`src/design/tpfm_pkg.sv`:
```
// shared types, constants and helpers for the tile pixel fifo mixer
package tpfm_pkg;

  localparam int FIFO_DEPTH = 8;
  localparam int ROW_PIXELS = 8;
  localparam int FILL_W     = $clog2(FIFO_DEPTH + 1);
  localparam int ROW_IDX_W  = $clog2(ROW_PIXELS);
  localparam int CFG_IDX_W  = 3;

  typedef enum logic [1:0] {
    CMD_PUSH_BG  = 2'd0,
    CMD_PUSH_OBJ = 2'd1,
    CMD_SHIFT    = 2'd2
  } cmd_t;

  typedef enum logic [CFG_IDX_W-1:0] {
    CFG_BG_ENABLE  = 3'd0,
    CFG_OBJ_ENABLE = 3'd1,
    CFG_BG_PAL     = 3'd2,
    CFG_OBJ_PAL0   = 3'd3,
    CFG_OBJ_PAL1   = 3'd4
  } cfg_idx_t;

  localparam logic       RST_BG_ENABLE  = 1'b1;
  localparam logic       RST_OBJ_ENABLE = 1'b0;
  localparam logic [7:0] RST_BG_PAL     = 8'd252;
  localparam logic [7:0] RST_OBJ_PAL    = 8'd0;

  typedef struct packed {
    logic [1:0] color;
    logic       pal;
    logic       behind;
    logic [7:0] x;
  } obj_entry_t;

  typedef struct packed {
    logic push;
    logic shift;
    logic held;
  } lane_ctl_t;

  typedef struct packed {
    logic       bg_enable;
    logic       obj_enable;
    logic [7:0] bg_pal;
    logic [7:0] obj_pal0;
    logic [7:0] obj_pal1;
  } cfg_t;

  // bit 7 is the leftmost pixel unless mirrored
  function automatic logic [1:0] row_color(input logic [7:0] hi, input logic [7:0] lo,
                                           input logic [ROW_IDX_W-1:0] k, input logic flip);
    logic [ROW_IDX_W-1:0] b;
    b = flip ? k : ROW_IDX_W'(ROW_PIXELS - 1) - k;
    return {hi[b], lo[b]};
  endfunction

  function automatic logic [1:0] pal_lookup(input logic [7:0] pal, input logic [1:0] color);
    return pal[{color, 1'b1} -: 2];
  endfunction

endpackage

```
`src/design/tpfm_if.sv`:
```
// handshake channels: pixel commands in, shaded pixels out, register writes
interface tpfm_in_if;
  logic       valid;
  logic       ready;
  logic [1:0] cmd;
  logic [7:0] plane_high;
  logic [7:0] plane_low;
  logic       obj_flip_x;
  logic       obj_pal_sel;
  logic       obj_behind_bg;
  logic [7:0] obj_x_pos;
  modport source (output valid, cmd, plane_high, plane_low, obj_flip_x, obj_pal_sel,
                  obj_behind_bg, obj_x_pos, input ready);
  modport sink (input valid, cmd, plane_high, plane_low, obj_flip_x, obj_pal_sel,
                obj_behind_bg, obj_x_pos, output ready);
endinterface

interface tpfm_out_if;
  logic       valid;
  logic       ready;
  logic [1:0] shade;
  logic       from_object;
  modport source (output valid, shade, from_object, input ready);
  modport sink (input valid, shade, from_object, output ready);
endinterface

interface tpfm_cfg_if;
  logic       valid;
  logic       ready;
  logic [2:0] addr;
  logic [7:0] data;
  modport source (output valid, addr, data, input ready);
  modport sink (input valid, addr, data, output ready);
endinterface

```
`src/design/tile_pixel_fifo_mixer_unit.sv`:
```
// top level: background and object pixel fifos with output mixer
// one item per cycle sustained, every command, while the output is taken; a shift's
// pixel is captured in the output register when the shift is accepted, and
// input stays open while that register is empty or is taken in the same cycle
// each fifo slot is its own lane, so a whole row is pushed or merged in parallel
// synchronous reset empties both fifos and loads the register defaults
module tile_pixel_fifo_mixer_unit (
  input  logic       clk,
  input  logic       rst,
  tpfm_in_if.sink    pix_in,
  tpfm_out_if.source pix_out,
  tpfm_cfg_if.sink   cfg
);
  import tpfm_pkg::*;

  cfg_t                    regs;
  logic [1:0]              bg_colors [FIFO_DEPTH];
  logic [FILL_W-1:0]       bg_fill;
  logic [FILL_W-1:0]       bg_fill_next;
  logic [FILL_W-1:0]       obj_fill;
  logic [FILL_W-1:0]       obj_fill_next;
  logic [FILL_W:0]         bg_sum;
  obj_entry_t              obj_q [FIFO_DEPTH];
  obj_entry_t              obj_px [ROW_PIXELS];
  logic [1:0]              bg_row [ROW_PIXELS];
  logic                    accept;
  logic                    do_push_bg;
  logic                    do_push_obj;
  logic                    do_shift;
  logic                    out_valid;
  logic [1:0]              mix_shade;
  logic                    mix_from_obj;

  assign accept      = pix_in.valid && pix_in.ready;
  assign do_push_bg  = accept && (pix_in.cmd == CMD_PUSH_BG);
  assign do_push_obj = accept && (pix_in.cmd == CMD_PUSH_OBJ);
  assign do_shift    = accept && (pix_in.cmd == CMD_SHIFT);
  assign pix_in.ready = !out_valid || pix_out.ready;
  assign cfg.ready    = 1'b1;

  // register writes
  always_ff @(posedge clk) begin
    if (rst) begin
      regs.bg_enable  <= RST_BG_ENABLE;
      regs.obj_enable <= RST_OBJ_ENABLE;
      regs.bg_pal     <= RST_BG_PAL;
      regs.obj_pal0   <= RST_OBJ_PAL;
      regs.obj_pal1   <= RST_OBJ_PAL;
    end else if (cfg.valid) begin
      case (cfg.addr)
        CFG_BG_ENABLE:  regs.bg_enable  <= cfg.data[0];
        CFG_OBJ_ENABLE: regs.obj_enable <= cfg.data[0];
        CFG_BG_PAL:     regs.bg_pal     <= cfg.data;
        CFG_OBJ_PAL0:   regs.obj_pal0   <= cfg.data;
        CFG_OBJ_PAL1:   regs.obj_pal1   <= cfg.data;
        default: ;
      endcase
    end
  end

  // decoded row pixels
  always_comb begin
    for (int k = 0; k < ROW_PIXELS; k++) begin
      bg_row[k] = row_color(pix_in.plane_high, pix_in.plane_low, ROW_IDX_W'(k), 1'b0);
      obj_px[k].color  = row_color(pix_in.plane_high, pix_in.plane_low, ROW_IDX_W'(k),
                                   pix_in.obj_flip_x);
      obj_px[k].pal    = pix_in.obj_pal_sel;
      obj_px[k].behind = pix_in.obj_behind_bg;
      obj_px[k].x      = pix_in.obj_x_pos;
    end
  end

  // background fifo: row lands after the current fill, surplus dropped
  for (genvar j = 0; j < FIFO_DEPTH; j++) begin : g_bg
    logic [FILL_W-1:0] off;
    logic              wr;
    assign off = FILL_W'(j) - bg_fill;
    assign wr  = (bg_fill <= FILL_W'(j)) && (off < FILL_W'(ROW_PIXELS));
    always_ff @(posedge clk) begin
      if (do_shift) begin
        if (j < FIFO_DEPTH - 1) begin
          bg_colors[j] <= bg_colors[(j + 1) % FIFO_DEPTH];
        end
      end else if (do_push_bg && wr) begin
        bg_colors[j] <= bg_row[off[ROW_IDX_W-1:0]];
      end
    end
  end

  assign bg_sum = {1'b0, bg_fill} + (FILL_W + 1)'(ROW_PIXELS);

  always_comb begin
    bg_fill_next = bg_fill;
    if (do_shift && (bg_fill != '0)) begin
      bg_fill_next = bg_fill - 1'b1;
    end else if (do_push_bg) begin
      bg_fill_next = (bg_sum > (FILL_W + 1)'(FIFO_DEPTH)) ? FILL_W'(FIFO_DEPTH)
                                                           : bg_sum[FILL_W-1:0];
    end
  end

  // object fifo lanes
  for (genvar j = 0; j < FIFO_DEPTH; j++) begin : g_obj
    lane_ctl_t  ctl;
    obj_entry_t px;
    assign ctl.shift = do_shift;
    assign ctl.push  = do_push_obj && (j < ROW_PIXELS);
    assign ctl.held  = FILL_W'(j) < obj_fill;
    if (j < ROW_PIXELS) begin : g_px
      assign px = obj_px[j];
    end else begin : g_nopx
      assign px = '0;
    end
    tpfm_obj_lane u_lane (
      .clk      (clk),
      .ctl      (ctl),
      .px       (px),
      .shift_in (obj_q[(j + 1 < FIFO_DEPTH) ? j + 1 : j]),
      .q        (obj_q[j])
    );
  end

  always_comb begin
    obj_fill_next = obj_fill;
    if (do_shift && (obj_fill != '0)) begin
      obj_fill_next = obj_fill - 1'b1;
    end else if (do_push_obj && (obj_fill < FILL_W'(ROW_PIXELS))) begin
      obj_fill_next = FILL_W'(ROW_PIXELS);
    end
  end

  always_ff @(posedge clk) begin
    if (rst) begin
      bg_fill  <= '0;
      obj_fill <= '0;
    end else begin
      bg_fill  <= bg_fill_next;
      obj_fill <= obj_fill_next;
    end
  end

  tpfm_mixer u_mixer (
    .cfg          (regs),
    .bg_nonempty  (bg_fill != '0),
    .bg_front     (bg_colors[0]),
    .obj_nonempty (obj_fill != '0),
    .obj_front    (obj_q[0]),
    .shade        (mix_shade),
    .from_object  (mix_from_obj)
  );

  // output register
  always_ff @(posedge clk) begin
    if (rst) begin
      out_valid <= 1'b0;
    end else if (do_shift) begin
      out_valid <= 1'b1;
    end else if (pix_out.ready) begin
      out_valid <= 1'b0;
    end
  end

  always_ff @(posedge clk) begin
    if (do_shift) begin
      pix_out.shade       <= mix_shade;
      pix_out.from_object <= mix_from_obj;
    end
  end

  assign pix_out.valid = out_valid;

`ifndef NO_ASSERTIONS
  a_bg_fill_bound: assert property (@(posedge clk) disable iff (rst)
    bg_fill <= FILL_W'(FIFO_DEPTH)) else $error("background fill beyond depth");

  a_obj_fill_bound: assert property (@(posedge clk) disable iff (rst)
    obj_fill <= FILL_W'(FIFO_DEPTH)) else $error("object fill beyond depth");

  a_out_from_shift: assert property (@(posedge clk) disable iff (rst)
    $rose(out_valid) |-> $past(do_shift)) else $error("result without a shift");

  a_obj_push_fill: assert property (@(posedge clk) disable iff (rst)
    (do_push_obj && (obj_fill < FILL_W'(ROW_PIXELS))) |=> (obj_fill == FILL_W'(ROW_PIXELS)))
    else $error("object push did not fill a row");

  a_bg_pop: assert property (@(posedge clk) disable iff (rst)
    (do_shift && (bg_fill != '0)) |=> (bg_fill == $past(bg_fill) - 1'b1))
    else $error("background shift did not pop");
`endif

endmodule

```
`src/design/tpfm_obj_lane.sv`:
```
// one object fifo slot: shift, merge against a new row pixel, or append
module tpfm_obj_lane (
  input  logic                  clk,
  input  tpfm_pkg::lane_ctl_t   ctl,
  input  tpfm_pkg::obj_entry_t  px,
  input  tpfm_pkg::obj_entry_t  shift_in,
  output tpfm_pkg::obj_entry_t  q
);
  import tpfm_pkg::*;

  obj_entry_t slot;
  logic       replace;

  // a held pixel loses when transparent or further right
  assign replace = (slot.color == 2'd0) || (slot.x > px.x);

  always_ff @(posedge clk) begin
    if (ctl.shift) begin
      slot <= shift_in;
    end else if (ctl.push) begin
      if (!ctl.held || replace) begin
        slot <= px;
      end
    end
  end

  assign q = slot;

endmodule

```
`src/design/tpfm_mixer.sv`:
```
// picks background or object front pixel and maps it through its palette
module tpfm_mixer (
  input  tpfm_pkg::cfg_t        cfg,
  input  logic                  bg_nonempty,
  input  logic [1:0]            bg_front,
  input  logic                  obj_nonempty,
  input  tpfm_pkg::obj_entry_t  obj_front,
  output logic [1:0]            shade,
  output logic                  from_object
);
  import tpfm_pkg::*;

  logic [1:0] bgc;
  logic [7:0] obj_pal;

  always_comb begin
    bgc         = bg_nonempty ? bg_front : 2'd0;
    from_object = obj_nonempty && cfg.obj_enable && (obj_front.color != 2'd0) &&
                  !(obj_front.behind && (bgc != 2'd0));
    obj_pal     = obj_front.pal ? cfg.obj_pal1 : cfg.obj_pal0;
    if (from_object) begin
      shade = pal_lookup(obj_pal, obj_front.color);
    end else if (cfg.bg_enable) begin
      shade = pal_lookup(cfg.bg_pal, bgc);
    end else begin
      shade = 2'd0;
    end
  end

endmodule

```
`src/flat_wrapper.sv`:
```
// flat-port wrapper written by rule: the top's interface ports become plain ports
module tile_pixel_fifo_mixer_unit_flat import tpfm_pkg::*;
  (clk, rst, pix_in_valid, pix_in_cmd, pix_in_plane_high, pix_in_plane_low, pix_in_obj_flip_x, pix_in_obj_pal_sel, pix_in_obj_behind_bg, pix_in_obj_x_pos, pix_in_ready, pix_out_valid, pix_out_shade, pix_out_from_object, pix_out_ready, cfg_valid, cfg_addr, cfg_data, cfg_ready);
  tpfm_in_if pix_in_i ();
  tpfm_out_if pix_out_i ();
  tpfm_cfg_if cfg_i ();
  input  logic clk;
  input  logic rst;
  input wire logic [$bits(pix_in_i.valid)-1:0] pix_in_valid;
  input wire logic [$bits(pix_in_i.cmd)-1:0] pix_in_cmd;
  input wire logic [$bits(pix_in_i.plane_high)-1:0] pix_in_plane_high;
  input wire logic [$bits(pix_in_i.plane_low)-1:0] pix_in_plane_low;
  input wire logic [$bits(pix_in_i.obj_flip_x)-1:0] pix_in_obj_flip_x;
  input wire logic [$bits(pix_in_i.obj_pal_sel)-1:0] pix_in_obj_pal_sel;
  input wire logic [$bits(pix_in_i.obj_behind_bg)-1:0] pix_in_obj_behind_bg;
  input wire logic [$bits(pix_in_i.obj_x_pos)-1:0] pix_in_obj_x_pos;
  output wire logic [$bits(pix_in_i.ready)-1:0] pix_in_ready;
  output wire logic [$bits(pix_out_i.valid)-1:0] pix_out_valid;
  output wire logic [$bits(pix_out_i.shade)-1:0] pix_out_shade;
  output wire logic [$bits(pix_out_i.from_object)-1:0] pix_out_from_object;
  input wire logic [$bits(pix_out_i.ready)-1:0] pix_out_ready;
  input wire logic [$bits(cfg_i.valid)-1:0] cfg_valid;
  input wire logic [$bits(cfg_i.addr)-1:0] cfg_addr;
  input wire logic [$bits(cfg_i.data)-1:0] cfg_data;
  output wire logic [$bits(cfg_i.ready)-1:0] cfg_ready;
  assign pix_in_i.valid = pix_in_valid;
  assign pix_in_i.cmd = pix_in_cmd;
  assign pix_in_i.plane_high = pix_in_plane_high;
  assign pix_in_i.plane_low = pix_in_plane_low;
  assign pix_in_i.obj_flip_x = pix_in_obj_flip_x;
  assign pix_in_i.obj_pal_sel = pix_in_obj_pal_sel;
  assign pix_in_i.obj_behind_bg = pix_in_obj_behind_bg;
  assign pix_in_i.obj_x_pos = pix_in_obj_x_pos;
  assign pix_in_ready = pix_in_i.ready;
  assign pix_out_valid = pix_out_i.valid;
  assign pix_out_shade = pix_out_i.shade;
  assign pix_out_from_object = pix_out_i.from_object;
  assign pix_out_i.ready = pix_out_ready;
  assign cfg_i.valid = cfg_valid;
  assign cfg_i.addr = cfg_addr;
  assign cfg_i.data = cfg_data;
  assign cfg_ready = cfg_i.ready;
  tile_pixel_fifo_mixer_unit u_core (.clk(clk), .rst(rst), .pix_in(pix_in_i), .pix_out(pix_out_i), .cfg(cfg_i));
endmodule
```
`config.mk`:
```
export PLATFORM = sky130hd
export DESIGN_NAME = tile_pixel_fifo_mixer_unit_flat
export DESIGN_NICKNAME = d
export VERILOG_FILES = /design/src/design/tpfm_pkg.sv /design/src/design/tpfm_if.sv /design/src/design/tile_pixel_fifo_mixer_unit.sv /design/src/design/tpfm_obj_lane.sv /design/src/design/tpfm_mixer.sv /design/src/flat_wrapper.sv
export SDC_FILE = /design/constraint.sdc
export NUM_CORES = 1
export LEC_CHECK = 0
export BUFFER_PORTS_ARGS = -buffer_cell sky130_fd_sc_hd__clkbuf_2
export CORE_ASPECT_RATIO = 0.9
export CORE_MARGIN = 4
export CORE_UTILIZATION = 39
export CTS_CLUSTER_DIAMETER = 200
export CTS_CLUSTER_SIZE = 24
export DETAILED_ROUTE_END_ITERATION = 8
export PLACE_DENSITY_LB_ADDON = 0.25
export SLEW_MARGIN = 0
export SYNTH_ARGS = -nofsm -noshare
export SYNTH_HDL_FRONTEND = slang
export SYNTH_SLANG_ARGS = --single-unit
```
`constraint.sdc`:
```
create_clock -name clk -period 5.9 [get_ports clk]
set_input_delay 0.59 -clock clk [delete_from_list [all_inputs] [get_ports clk]]
set_output_delay 0.59 -clock clk [all_outputs]
set_load 0.03 [all_outputs]
```
# Yosys cells after proc, flatten, opt, wreduce, memory -nomap -nowiden
# Memories as Yosys holds them, arrays and structs flattened.
# Index checks and enable logic that the tools add are counted.
[totals]
mem_bits_rw = 16
input_bits = 45
n_memories = 1
register_bits = 134
[op_classes]
add_sub_neg = 11
reduce_logical = 92
magnitude_cmp = 50
bitwise = 16
n_mux = 129
n_eq_ne = 6
shifts = 2
[mem_list]
columns = ["name", "depth", "width", "rd", "rd_clocked_by_memory_dff", "write_ports", "line_no", "rtl"]
rows = [
  ["u_core.bg_colors", 8, 2, 8, 0, 8, "tile_pixel_fifo_mixer_unit.sv:17", "logic [1:0] bg_colors [FIFO_DEPTH];"],
]
[ops]
columns = ["cell", "n"]
rows = [
  ["2-to-1 mux 12 bit", 21],
  ["greater-than comparator 8 bit", 8],
  ["2-to-1 mux 2 bit", 26],
  ["binary-select mux 1 bit (select 3 bit)", 16],
  ["binary-select mux 2 bit (select 3 bit)", 8],
  ["2-to-1 mux 1 bit", 44],
  ["< comparator 4 bit, second input constant", 9],
  ["greater-or-equal comparator 4 bit, second input constant", 8],
  ["< comparator 3 x 4 -> 1 bit, second input constant", 8],
  ["inverter 3 -> 4 bit", 8],
  ["logical AND 1 bit", 27],
  ["nonzero test 2 bit", 13],
  ["2-to-1 mux 3 bit", 8],
  ["AND reduction 2 bit", 12],
  ["2-to-1 mux 4 bit", 5],
  ["logical NOT 2 bit", 9],
  ["indexed part select 9 x 4 -> 2 bit", 2],
  ["logical OR 1 bit", 17],
  ["<= comparator 4 x 3 -> 1 bit, second input constant", 4],
  ["< comparator 3 x 4 -> 1 bit, first input constant", 4],
  ["subtractor 3 x 4 -> 4 bit, first input constant", 4],
  ["logical NOT 1 bit", 10],
  ["<= comparator 4 x 1 -> 1 bit, second input constant", 2],
  ["<= comparator 4 x 2 -> 1 bit, second input constant", 2],
  ["18 further kinds", 31],
]

# Longest topological paths before layout
# Gate-level depths: netlist (run 1).
[depth]
depth_word = 9
mapped_depth = 9
depth_no_buf = 7

# Hierarchy
# Synthesis (run 1) repeated with hierarchy kept, for this count alone.
[unflattened]
cells_unflattened = 905
area_unflattened_um2 = 9500.4
[by_module_without_submodules]
columns = ["mod", "cells_per_inst", "n_inst", "area_each_um2", "seq_area_each_um2"]
rows = [
  ["tpfm_obj_lane", 62, 8, 704.4, 360.3],
  ["tile_pixel_fifo_mixer_unit", 383, 1, 3657.3, 1271.2],
  ["tpfm_mixer", 26, 1, 207.7, 0.0],
]

# Worst setup path before layout (run 1)
# No wires, ideal clock.
[synth_timing]
kind = "in2reg"
start = "in pix_in_obj_x_pos[1]"
end = "reg u_core.g_obj[7].u_lane.slot (netlist bit u_core.g_obj[7].u_lane.q[0]), enable pin"
setup_ns = 0.400
slack_ns = 2.956
cell_stages = 7
t_arrival_ns = 2.543
path_buffers = 0
cell_sequence = "inv_1 ha_1 nor2b_1 o21a_1 o21ai_0 a211o_1 a211oi_1"
[synth_between]
elab_chain_len = 4
[synth_rtl]
columns = ["element", "line_no", "rtl"]
rows = [
  ["start, declared", "flat_wrapper.sv:16", "input wire logic [$bits(pix_in_i.obj_x_pos)-1:0] pix_in_obj_x_pos;"],
  ["greater-than comparator 8 bit", "tpfm_obj_lane.sv:15", "assign replace = (slot.color == 2'd0) || (slot.x > px.x);"],
  ["logical OR 1 bit", "tpfm_obj_lane.sv:15", ""],
  ["logical OR 1 bit", "tpfm_obj_lane.sv:21", "if (!ctl.held || replace) begin"],
  ["AND reduction 3 bit (no line)", "-", ""],
  ["end signal, assigned", "tpfm_obj_lane.sv:19", "slot <= shift_in;"],
  ["end signal, assigned", "tpfm_obj_lane.sv:22", "slot <= px;"],
  ["end, declared", "tpfm_obj_lane.sv:11", "obj_entry_t slot;"],
]
# Every way passes these cells.
# A chain may end at the register's enable or synchronous reset.

==> results.py, run 1 <==
metrics = {
    "critical_path": {
        "crit_arrival_ns": 3.02,
        "rr_startpoint": "u_core.bg_fill[1]",
        "cp-startpoint": "u_core.bg_fill[1]",
        "reg2reg_to": "u_core.bg_colors[1][0]",
        "critPathRequiredTime_ns": 6.09,
        "reg2reg_setup_slack_ns": 3.07,
        "path_class": "register to register",
        "cp-start-kind": "register",
        "cp_max_fo": 16,
        "worstRegToRegCells": 5,
        "crit_path_end_kind": "register",
    },
    "cts": {
        "numCtsBuffers": 17,
        "cts-htree-levels": 4,
        "clock-sinks": 150,
        "max-clock-path-buffers": 2,
        "clk_pin_slew_ns": 0.08,
        "cts_tree": "built",
        "clock_latency_ns": 0.43,
        "cts.repair.resized": 0,
        "clock-root-buffer": "clkbuf_16",
        "cts_setup_buffers": 0,
        "postCtsHoldBufs": 0,
    },
    "placement": {
        "dpl_cell_area_um2": 9090,
        "pre_cts_slack_ns": 2.92,
        "hpwl_um": 14000,
        "routabilityCongestion": 0.842,
        "io_buffers": 49,
        "dpl.cell_count": 1137,
    },
    "grt": {
        "grt_max_degree": 63,
        "grtUsageTotal_pct": 16.3,
        "antenna_found_initial": 0,
        "grt_pass1_vias": 5938,
        "overflow": 0,
        "grt_pass1_wl_um": 31000,
    },
    "drt": {
        "wl_um": 19000,
        "viasPerCell": 5.25,
        "drt-wirelength-per-cell_um": 16.3,
        "drt_iter0_drc": 518,
        "first_pass_iters": 5,
        "vias": 6142,
        "postRouteAntennaNets": 0,
        "drc": 0,
    },
    "final_layout": {
        "layout-drive-gt1-share_pct": 15.5,
        "diodes": 0,
        "fin_nets": 987,
        "fillers": 1976,
        "area_growth_pct": 13.1,
        "postLayoutCellArea_um2": 9710,
        "final_cells": 1169,
    },
    "synthesis": {
        "ys_seq_elements": 150,
        "yosysSeqAreaShare_pct": 48.4,
        "async_flop_share_pct": 0,
        "synth_warnings": 0,
        "synth_top_area_cell": "edfxtp_1",
        "syn_area_per_cell_um2": 10.4,
        "ys_types": 54,
        "netlist_area_um2": 8590,
        "synth_fp_nets": 947,
        "synth.top_cell.area_share_pct": 40.2,
        "syn-instance-count": 825,
        "synth_edf_count": 115,
        "synth_area_leaders": "edfxtp_1 40%, ha_1 11%, nand2_1 10%",
        "ys.flop_type": "edfxtp_1",
    },
    "min_path": {
        "hold_end": "u_core.g_obj[7].u_lane.q[8]",
        "worstHoldPathType": "input pin to register",
        "min-delay-start": "pix_in_obj_behind_bg",
        "min_path_cells": 1,
    },
    "floorplanning": {
        "fp.dieW_um": 164,
        "rows": 51,
        "die_area_um2": 24500,
        "initial_core_util_pct": 39.7,
        "core-area_um2": 21600,
        "ioPinCount": 51,
        "die_y_um": 149,
    },
    "timing": {
        "layout_setup_ws_ns": 3.07,
        "slew_violations": 0,
        "final-setup-viol-count": 0,
        "setup-tns-final_ns": 0,
        "max_slew_margin_pct": 26.6,
        "fin_worst_skew_ns": 0.0127,
        "post-route-period-util_pct": 48.0,
        "fmax_mhz": 353,
        "finalCriticalPeriod_ns": 2.83,
        "finalHoldViolations": 0,
        "max_slew.worst_pin.slew_ns": 1.10,
        "rsz0062_at_grt": "false",
    },
    "flow_run": {
        "drv_cap": 0,
    },
    "power_and_ir_drop": {
        "p_total_w": 0.00266,
        "p_leak_nw": 3.94,
        "vdd_drop_max_mv": 0.155,
        "power_density_nw_per_um2": 274,
    },
    "run_status": {
        "outcome": "finished, final reports clean",
    },
}
==> how the worst max path moves through the flow <==
stage,end,cells after the start
final,u_core.bg_colors[1][0],5
after global routing,u_core.bg_colors[1][0],5
after CTS,u_core.bg_colors[1][0],5
after detailed placement,u_core.g_obj[4].u_lane.q[9],8
after global placement,u_core.g_obj[7].u_lane.q[8],8
after floorplan,u_core.g_obj[7].u_lane.q[0],7
==> worst max-delay path: stages (launching register included) <==
cell	delay, ns
dfxtp_1	0.83
inv_1	0.24
ha_1	0.60
mux4_2	0.38
mux2_2	0.28
mux2_2	0.26
==> Yosys cell counts (6+ instances only) <==
master and number:
edfxtp_1 115, mux2i_1 22, o211ai_1 7, dfxtp_1 35, a21oi_1 48, nor2b_1 13, a21o_1 16, mux4_2 20
buf_2 8, o21ai_0 37, inv_1 24, o22ai_1 6, nand2_1 240, nor2_1 27, mux2_2 19, clkbuf_1 18
nand3_1 17, nand4_1 14, ha_1 77
==> metal layers <==
metal  share of wire (%)  up-vias  wire length [um]  global-route usage, %
li1                    -     3064                 -                      -
met1                  50     2918              9610                   24.3
met2                  44      142              8350                   24.1
met3                 4.6       18               869                   3.23
met4                 1.1        0               217                   4.91
met5                   0        -                 0                      0
==> metrics by stage <==
step / utilization (%) / hold slack, ns
final: 44.9 / 0.344
after detailed placement: 42.0 / 0.445
after floorplan: - / 0.433
after global placement: 42.0 / 0.441
after CTS: 44.9 / 0.322
after global routing: 44.9 / 0.316
==> report_power, final <==
part | internal [W] | total, W | switching [W]
clock network | 0.000581 | 0.00111 | 0.000527
logic | 0.000123 | 0.000314 | 0.000191
registers | 0.00121 | 0.00124 | 0.0000285
==> cells by family after synthesis <==
| family | after synthesis | share of synthesized area [%] |
|---|---|---|
| buf+inv | 57 | 2.78 |
| flops | 150 | 48.4 |
| fa+ha+maj | 77 | 11.2 |
| simple gates | 340 | 17.3 |
| other cells | 1 | 0.0437 |
| xor+xnor | 4 | 0.408 |
| mux | 63 | 10.7 |
| compound gates | 133 | 9.24 |
==> registers in the layout, indices dropped and copies added (netlist names) <==
register	flops
u_core.g_obj.u_lane.q	96
u_core.regs	26
u_core.bg_colors	16
u_core.bg_fill	4
u_core.obj_fill	4
u_core.pix_out.shade	2
u_core.pix_out.from_object	1
u_core.pix_out.valid	1
==> cell usage in the layout (no fill, tap or decap), types with 3 or more instances in the layout <==
cell and instances:
o211ai_1 7, inv_6 3, o22ai_1 6, mux2_2 19, and3_1 3, ha_1 77, edfxtp_1 115, a31oi_1 4
clkbuf_2 49, dfxtp_1 35, inv_1 23, nand3_1 17, a21oi_1 48, clkinv_8 6, mux2i_1 22, nand2b_1 3
clkbuf_16 17, nand3b_1 3, nor3_1 5, mux4_2 20, nor2b_1 13, inv_8 4, nor2_1 27, buf_4 4
a21o_1 16, o21ai_0 36, nand2_1 240, nor4_1 3, xor2_1 3, nand4_1 14
==> cell type report <==
type	instances	area (um^2)	area share [%]
Clock buffer	17	425	4.38
Clock inverter	15	194	2.00
Timing Repair Buffer	53	275	2.83
Multi-Input combinational cell	618	4200	43.3
Sequential cell	150	4150	42.8
Tap cell	291	364	3.75
Inverter	25	95.1	0.979
Power figures use the tool's default switching activity.
==> run 2: changes to the inputs <==
==> constraint.sdc (replaced) <==
create_clock -name clk -period 2.8 [get_ports clk]
set_input_delay 0.28 -clock clk [delete_from_list [all_inputs] [get_ports clk]]
set_output_delay 0.28 -clock clk [all_outputs]
set_load 0.03 [all_outputs]
==> run 2 against run 1 <==
Effect of this change: hold slack lost 0.30 ns; sequential share of layout area is 0.30 points lower; flip-flop and latch count unchanged; final cell count increased by 1.4%; sequential power is 110% higher; combinational power is 120% higher; die area unchanged; non-clock buffer count is 17 higher; global-route usage grew 0.077 points; critical endpoint is now u_core.g_obj[1].u_lane.q[9]; largest power group unchanged.
==> results.py, run 2 (synthesis results as in run 1) <==
metrics = {
    "timing": {
        "setup-tns-final_ns": 0,
        "final-setup-viol-count": 0,
        "fin_worst_skew_ns": 0.0107,
        "post-route-period-util_pct": 88.4,
        "slew_violations": 0,
        "finalHoldViolations": 0,
        "finalHoldWorstSlack_ns": 0.0457,
        "fmax_mhz": 404,
        "finalCriticalPeriod_ns": 2.48,
        "max_slew_margin_pct": 28.6,
        "max_slew.worst_pin.slew_ns": 1.07,
        "rsz0062_at_grt": "false",
    },
    "critical_path": {
        "crit_chain": "ha_1 > and3_1 > o21ai_0 > nand3_1 > o211ai_1 > a21oi_1",
        "max_stage_delay_ns": 0.85,
        "path_class": "register to register",
        "cp_max_fo": 12,
        "path_delay_family": "compound AO/OA/AOI/OAI gates",
        "crit_arrival_ns": 2.52,
        "slowest_stage": "a21oi_1",
        "critPathRequiredTime_ns": 2.84,
        "worst-path-buf-inv": 0,
        "cp-start-kind": "register",
        "crit_path_end_kind": "register",
    },
    "drt": {
        "vias": 6186,
        "drc": 0,
        "drt_iter0_drc": 450,
        "first_pass_iters": 5,
        "wl_um": 19600,
        "drt-wirelength-per-cell_um": 16.6,
        "viasPerCell": 5.22,
        "postRouteAntennaNets": 0,
    },
    "final_layout": {
        "largest_reg_flops": 96,
        "fin_nets": 1004,
        "final_cells": 1185,
        "layout-drive-gt1-share_pct": 16.4,
        "layout.cells.most_common_list": "240 x nand2_1, 115 x edfxtp_1, 77 x ha_1, 49 x clkbuf_2, 48 x a21oi_1",
        "diodes": 0,
        "area_growth_pct": 13.9,
        "mostFrequentLayoutCell": "nand2_1",
    },
    "cts": {
        "cts-htree-levels": 4,
        "clk_pin_slew_ns": 0.06,
        "max-clock-path-buffers": 2,
        "cts_setup_buffers": 0,
        "clock_latency_ns": 0.43,
        "clock-sinks": 150,
        "numCtsBuffers": 17,
        "clock-root-buffer": "clkbuf_16",
        "cts.repair.resized": 0,
        "cts_tree": "built",
        "postCtsHoldBufs": 0,
    },
    "min_path": {
        "worstHoldPathType": "input pin to register",
    },
    "grt": {
        "grt_pass1_vias": 5753,
        "overflow": 0,
        "antenna_found_initial": 0,
        "grtUsageTotal_pct": 16.4,
        "grt_max_degree": 43,
        "grt_pass1_wl_um": 30900,
    },
    "power_and_ir_drop": {
        "p_leak_nw": 4.00,
        "power_density_nw_per_um2": 564,
        "vdd_drop_max_mv": 0.346,
    },
    "floorplanning": {
        "initial_core_util_pct": 39.7,
        "die_area_um2": 24500,
        "die_y_um": 149,
        "core-area_um2": 21600,
        "ioPinCount": 51,
        "rows": 51,
        "fp.dieW_um": 164,
    },
    "flow_run": {
        "drv_cap": 0,
    },
    "placement": {
        "io_buffers": 49,
        "hpwl_um": 14800,
        "routabilityCongestion": 0.838,
        "dpl.cell_count": 1154,
    },
    "run_status": {
        "outcome": "finished, final reports clean",
    },
}
-- run 2: layer usage --
layer / vias up / track usage [%] / part of all wire, % / wire [um]
li1: 3095 / - / - / -
met1: 2918 / 25.0 / 51 / 9980
met2: 151 / 24.1 / 43 / 8450
met3: 22 / 3.09 / 5.0 / 975
met4: 0 / 4.12 / 1.1 / 225
met5: - / 0 / 0 / 0
-- run 2: worst register-to-register path, cell delays in order, from the launching register on --
cell and delay (ns):
edfxtp_1 0.44, ha_1 0.33, and3_1 0.21, o21ai_0 0.10, nand3_1 0.08, o211ai_1 0.09, a21oi_1 0.85
-- run 2: cell type report --
type	count	area [um^2]
Fill cell	2017	11900
Multi-Input combinational cell	618	4200
Sequential cell	150	4150
Clock buffer	18	429
Timing Repair Buffer	70	403
Tap cell	291	364
Clock inverter	13	131
Inverter	25	95.1
-- run 2: worst paths after layout --
check                                   start                           to  slack, ns  cells past startpoint
hold / removal             pix_in_obj_pal_sel  u_core.g_obj[7].u_lane.q[9]       0.05                      1
setup reg to reg  u_core.g_obj[1].u_lane.q[4]  u_core.g_obj[1].u_lane.q[9]       0.32                      6
setup / recovery  u_core.g_obj[1].u_lane.q[4]  u_core.g_obj[1].u_lane.q[9]       0.32                      6
hold reg to reg                u_core.regs[9]               u_core.regs[9]       0.46                      2
-- run 2: stage by stage --
stage	area, um^2	utilization [%]	setup slack [ns]	power (W)
2_1_floorplan	8590	-	0.166	0.00310
3_3_place_gp	9220	42.6	0.199	0.00333
3_5_place_dp	9220	42.6	0.158	0.00334
4_1_cts	9780	45.2	0.291	0.00557
5_1_grt	9780	45.2	0.132	0.00576
6_report	9780	45.2	0.324	0.00552
-- run 2: power by group --
part           switching, W  internal (W)  leakage, nW
logic              0.000411      0.000275         2.37
clock network      0.000927       0.00130        0.271
registers         0.0000590       0.00255         1.36
total               0.00140       0.00412         4.00
